## src/dhwt_pkg.sv

```systemverilog
// Shared types, constants and defaults of the double-hash word table.
package dhwt_pkg;

	// Fixed field widths
	localparam int CHAR_W       = 5;
	localparam int WORD_CHARS   = 6;
	localparam int WORD_W       = CHAR_W * WORD_CHARS;
	localparam int LEN_W        = 3;
	localparam int CFG_W        = 9;
	localparam int STATUS_W     = 2;
	localparam int INDEX_W      = 8;
	localparam int FUNC_W       = 1;
	localparam int ENTRY_W      = LEN_W + WORD_W;

	// Longest word taken; longer lengths are clipped to this
	localparam int MAX_CHARS    = 6;

	// Hash: base-27 polynomial, fits 29 bits even with codes up to 31
	localparam int HASH_BASE    = 27;
	localparam int HASH_W       = 29;
	localparam int NBITS_W      = $clog2(HASH_W + 1);

	// Defaults
	localparam int TABLE_DEPTH_DEF    = 256;
	localparam int STEP_MODULUS_DEF   = 23;
	localparam int ACTIVE_SLOTS_RESET = 200;

	// Request codes
	localparam logic [FUNC_W-1:0] FUNC_INSERT = 1'b0;
	localparam logic [FUNC_W-1:0] FUNC_SEARCH = 1'b1;

	typedef enum logic [STATUS_W-1:0] {
		ST_STORED  = 2'd0,
		ST_FOUND   = 2'd1,
		ST_MISSING = 2'd2,
		ST_FULL    = 2'd3
	} status_t;

	typedef enum logic [2:0] {
		S_CLEAR,
		S_IDLE,
		S_HASH,
		S_REM,
		S_STEP,
		S_READ,
		S_CHECK,
		S_FIN
	} state_t;

	// Command to the remainder unit
	typedef struct packed {
		logic               start;
		logic [NBITS_W-1:0] nbits;
	} rem_cmd_t;

endpackage

```

## src/dhwt_rem.sv

```systemverilog
// Bit-serial restoring remainder unit, two divisors side by side.
module dhwt_rem #(
	parameter int NW = 9,
	parameter int MW = 5
) (
	input  logic                          clk,
	input  logic                          arst_n,
	input  dhwt_pkg::rem_cmd_t            cmd,
	input  logic [dhwt_pkg::HASH_W-1:0]   dividend,
	input  logic [NW-1:0]                 div_a,
	input  logic [MW-1:0]                 div_b,
	output logic                          done,
	output logic [NW-1:0]                 rem_a,
	output logic [MW-1:0]                 rem_b
);
	import dhwt_pkg::*;

	logic [HASH_W-1:0]  sh_q;
	logic [NW-1:0]      ra_q;
	logic [MW-1:0]      rb_q;
	logic [NBITS_W-1:0] cnt_q;
	logic               run_q;
	logic               done_q;

	logic [NW:0] ta;
	logic [MW:0] tb;
	logic [NW-1:0] ra_n;
	logic [MW-1:0] rb_n;

	// shift next dividend bit in, subtract if it fits
	always_comb begin
		ta = {ra_q, sh_q[HASH_W-1]};
		tb = {rb_q, sh_q[HASH_W-1]};
		if (ta >= {1'b0, div_a}) begin
			ra_n = NW'(ta - {1'b0, div_a});
		end else begin
			ra_n = NW'(ta);
		end
		if (tb >= {1'b0, div_b}) begin
			rb_n = MW'(tb - {1'b0, div_b});
		end else begin
			rb_n = MW'(tb);
		end
	end

	always_ff @(posedge clk or negedge arst_n) begin
		if (!arst_n) begin
			run_q  <= 1'b0;
			done_q <= 1'b0;
			cnt_q  <= '0;
		end else if (cmd.start) begin
			run_q  <= 1'b1;
			done_q <= 1'b0;
			cnt_q  <= cmd.nbits;
		end else if (run_q) begin
			cnt_q <= cnt_q - NBITS_W'(1);
			if (cnt_q == NBITS_W'(1)) begin
				run_q  <= 1'b0;
				done_q <= 1'b1;
			end
		end else begin
			done_q <= 1'b0;
		end
	end

	always_ff @(posedge clk) begin
		if (cmd.start) begin
			sh_q <= dividend;
			ra_q <= '0;
			rb_q <= '0;
		end else if (run_q) begin
			sh_q <= sh_q << 1;
			ra_q <= ra_n;
			rb_q <= rb_n;
		end
	end

	assign done  = done_q;
	assign rem_a = ra_q;
	assign rem_b = rb_q;

endmodule

```

## config.mk

```make
export PLATFORM = sky130hd
export DESIGN_NAME = dhwt_rem
export DESIGN_NICKNAME = d
export VERILOG_FILES = /design/src/dhwt_pkg.sv /design/src/dhwt_rem.sv
export SDC_FILE = /design/constraint.sdc
export NUM_CORES = 1
export LEC_CHECK = 0
export BUFFER_PORTS_ARGS = -buffer_cell sky130_fd_sc_hd__buf_2
export CAP_MARGIN = 20
export CORE_ASPECT_RATIO = 0.8
export CORE_MARGIN = 5
export CORE_UTILIZATION = 45
export DETAILED_ROUTE_END_ITERATION = 8
export MAX_ROUTING_LAYER = met4
export PLACE_DENSITY = 0.71
export SLEW_MARGIN = 20
export SYNTH_ARGS = -nofsm -noshare
export SYNTH_HDL_FRONTEND = slang
export SYNTH_SLANG_ARGS = --single-unit
```

## constraint.sdc

```tcl
create_clock -name clk -period 3.6 [get_ports clk]
set_clock_uncertainty 0.15 [all_clocks]
set_input_delay 0.54 -clock clk [delete_from_list [all_inputs] [get_ports clk]]
set_output_delay 0.54 -clock clk [all_outputs]
set_load 0.005 [all_outputs]
```

==> metrics.md <==
| Metric | Value |
|---|---|
| Status | finished, final reports clean |
| DR WL/cell | roughly 14 um |
| DP Area | around 3200 um2 |
| Worst IR Drop VDD | between 0.2 and 0.25 mV |
| CP Class | reg -> reg |
| WHS Path Cells | 3 |
| PD cells | 581 nW/um2 |
| Post-synth EDFFs | 29 |
| Crit-path cells | inv_1 -> ha_1 -> inv_1 -> fa_1 -> a21oi_1 -> o2111ai_1 -> a2111o_1 -> or3_1 -> nand3_1 |
| Ant diodes | 0 |
| Routed vias/inst | approximately 5 |
| Max-slew violations | 0 |
| Finished layout cell area | 3300 um2 |
| Max cap viols | 0 |
| Yosys top cell area share | 31.2% |
| R2R depth | 9 |
| RR Startpoint | sh_q[28] |
| Leakage power | roughly 1.5 nW |
| Post-CTS setup buffer count | 0 |
| F_max | 0.362 GHz |
| I/O pin total | 66 |
| Worst flop-to-flop path endpoint | rem_a[5] |
| Num CTS Buffers | 5 |
| First-pass GRT wire length | approximately 9400 um |
| HP Class | in -> reg |
| CTS clk-pin slew, worst paths | ~0.090 ns |
| Clock latency on the worst-skew pair | roughly 0.31 ns |
| Setup TNS Final | 0 ns |
| CP endpoint kind | register |
| GP Congestion | 0.839 |
| Hold-critical path endpoint | cnt_q[2] |
| Max incr delay on CP | ~0.6 ns |
| Multi-input logic area | approximately 1300 um2 |
| Antenna violations before repair | 0 |
| Initial DRC count | slightly below 70 |
| Fraction of registers with async set/reset | around 14% |
| GR Overflow Total | 0 |
| # clock sinks | 50 |
| Final nets | between 300 and 400 |
| Final setup fails | 0 |
| Largest net degree at the start of global routing | 30 |
| # rows | 25 |
| Full die area | 7880 um2 |
| Mapped Nets | between 300 and 400 |
| Filler Cell Count | about 560 |
| Detail Route Antenna Nets | 0 |
| Core area | 5970 um2 |
| Crit path max fanout | 12 |
| Most used cell, CP | inv_1 |
| CTS tree | built |
| Synth Instances | ~250 |
| Seq/Total Area, Yosys | roughly 48% |
| Leading area contributor after synthesis | edfxtp_1 |
| Req. time, crit path | ~3.7 ns |
| Slowest cell on the critical path | a2111o_1 |
| Pre-antenna DRT Iters | 4 |
| Clk buf depth | 2 |
| IO Port Bufs | 65 |
| Netlist cell types | 49 |
| Worst-Margin Slew | ~0.67 ns |
| DP HPWL | approximately 4300 um |
| CP Launch Type | register |
| DRT Wirelength | between 5000 and 6000 um |
| Fin crit period | roughly 2.8 ns |
| Total Routing Usage GR | 15.3% |
| Fin crit share | between 70 and 80% |
| Final Hold Fails | 0 |
| CTS H-tree depth | 2 |
| Area growth syn-to-layout | 18.2% |
| RSZ-0062 raised after global routing | no |
| Vias in the first global route | a little under 2000 |
| Drt drc | 0 |
| Synthesized flop and latch total | 50 |
| Clock root cell | clkbuf_8 |
| Ys Warns | 0 |
| HP Start | cmd[2] |
| Avg Cell Area, Syn | ~11 um2 |
| Synth area leaders | edfxtp_1 (31%), mux2_2 (12%), dfxtp_1 (10%), ha_1 (7.2%), dfrtp_1 (6.3%) |
| Share of layout cells above drive strength 1 | 34.5% |
| R2R setup slack | between 0.8 and 0.9 ns |
| Initial core utilization | between 40% and 50% |
| CP arrival | between 2 and 3 ns |
| Die width | 98.0 um |
| Reg area | around 1300 um2 |
| Area of the mapped netlist | between 2000 and 3000 um2 |
| Die height | around 80 um |
| Top_reg_cell synth | edfxtp_1 |
| Via count | about 2100 |
| Slew headroom | between 50% and 60% |
==> report_power, final <==
part           leakage [nW]  internal [mW]  total, mW  switching, mW
combinational         0.911          0.370      0.758          0.388
sequential            0.505          0.735      0.831         0.0966
clock                0.0441          0.137      0.328          0.191
total                  1.46           1.24       1.92          0.676
==> critical path: cells and delay by family, from the launching register on <==
family | cells | cell delay (ns)
flops | 1 | 0.36
buf+inv | 2 | 0.19
simple gates | 2 | 0.50
fa+ha+maj | 2 | 0.60
compound gates | 3 | 0.90
==> worst max path at each step <==
stage	slack (ns)	to	startpoint	depth (start not counted)
floorplan	1.11	rem_a[0]	div_a[0]	9
global placement	0.85	rem_a[5]	div_a[0]	9
detailed placement	0.77	rem_a[5]	div_a[0]	9
CTS	0.86	rem_a[5]	sh_q[28]	9
global route	0.70	rem_a[5]	sh_q[28]	9
finish	0.83	rem_a[5]	sh_q[28]	9
==> timing repair <==
action / 4_1_cts / 5_1_grt
hold buffers: 1 / 0
resized for setup: 0 / 0
hold endpoints to repair: 7 / 0
==> metrics by stage <==
| step | std cells | utilization (%) | worst slack, ns | hold WS [ns] | power (mW) |
|---|---|---|---|---|---|
| floorplan | 254 | - | 1.11 | 0.0944 | 1.39 |
| global placement | 394 | 53.5 | 0.849 | 0.231 | 1.58 |
| detailed placement | 394 | 53.5 | 0.774 | 0.235 | 1.60 |
| CTS | 403 | 55.2 | 0.860 | 0.278 | 1.93 |
| global route | 403 | 55.2 | 0.703 | 0.279 | 2.07 |
| finish | 403 | 55.2 | 0.834 | 0.285 | 1.92 |
==> flip-flops by register name, summed over array words and instances (netlist names) <==
register and cells:
sh_q 29, rem_a 9, cnt_q 5, rem_b 5, done 1, run_q 1
==> per-layer routing <==
layer	vias to the layer above	track usage [%]	wire length [um]
met5	-	-	0
met4	0	5.39	72
met3	7	3.13	191
met2	40	22.5	2600
met1	964	21.1	2790
li1	1051	-	-
==> cell type report <==
class / count / share of cell area (%)
timing repair buffer: 69 / 10.8
clock inverter: 3 / 0.645
sequential: 50 / 40.2
clock buffer: 5 / 2.09
tap: 81 / 3.07
inverter: 22 / 2.50
multi-input combinational: 173 / 40.6
==> synth_stat cells, types with 4 or more instances <==
| cell | n |
|---|---|
| xor2_1 | 4 |
| inv_1 | 22 |
| o21ai_0 | 21 |
| a21oi_1 | 8 |
| edfxtp_1 | 29 |
| clkbuf_1 | 7 |
| dfxtp_1 | 14 |
| nand2_1 | 27 |
| nor2b_1 | 5 |
| mux2i_1 | 6 |
| nor2_1 | 5 |
| mux2_2 | 29 |
| ha_1 | 16 |
| xnor2_1 | 5 |
| dfrtp_1 | 7 |
==> kinds of logic (layout without fill, tap and decap cells) <==
family          Yosys count  in the layout  share of synthesized area [%]
simple gates             61             61                           11.2
compound gates           50             50                           11.5
flops                    50             50                           47.5
mux                      35             35                           13.9
buf+inv                  31             99                           4.44
fa+ha+maj                18             18                           8.61
xor+xnor                  9              9                           2.82
==> placed cells by master (no fill, tap or decap), types with 4 or more instances in the layout <==
cell type / instances
a21oi_1: 8
buf_2: 65
clkbuf_8: 5
dfrtp_1: 7
dfxtp_1: 14
edfxtp_1: 29
ha_1: 16
inv_1: 22
mux2_2: 29
mux2i_1: 6
nand2_1: 27
nor2_1: 5
nor2b_1: 5
o21ai_0: 21
xnor2_1: 5
xor2_1: 4
(Power assumes the default switching activity.)
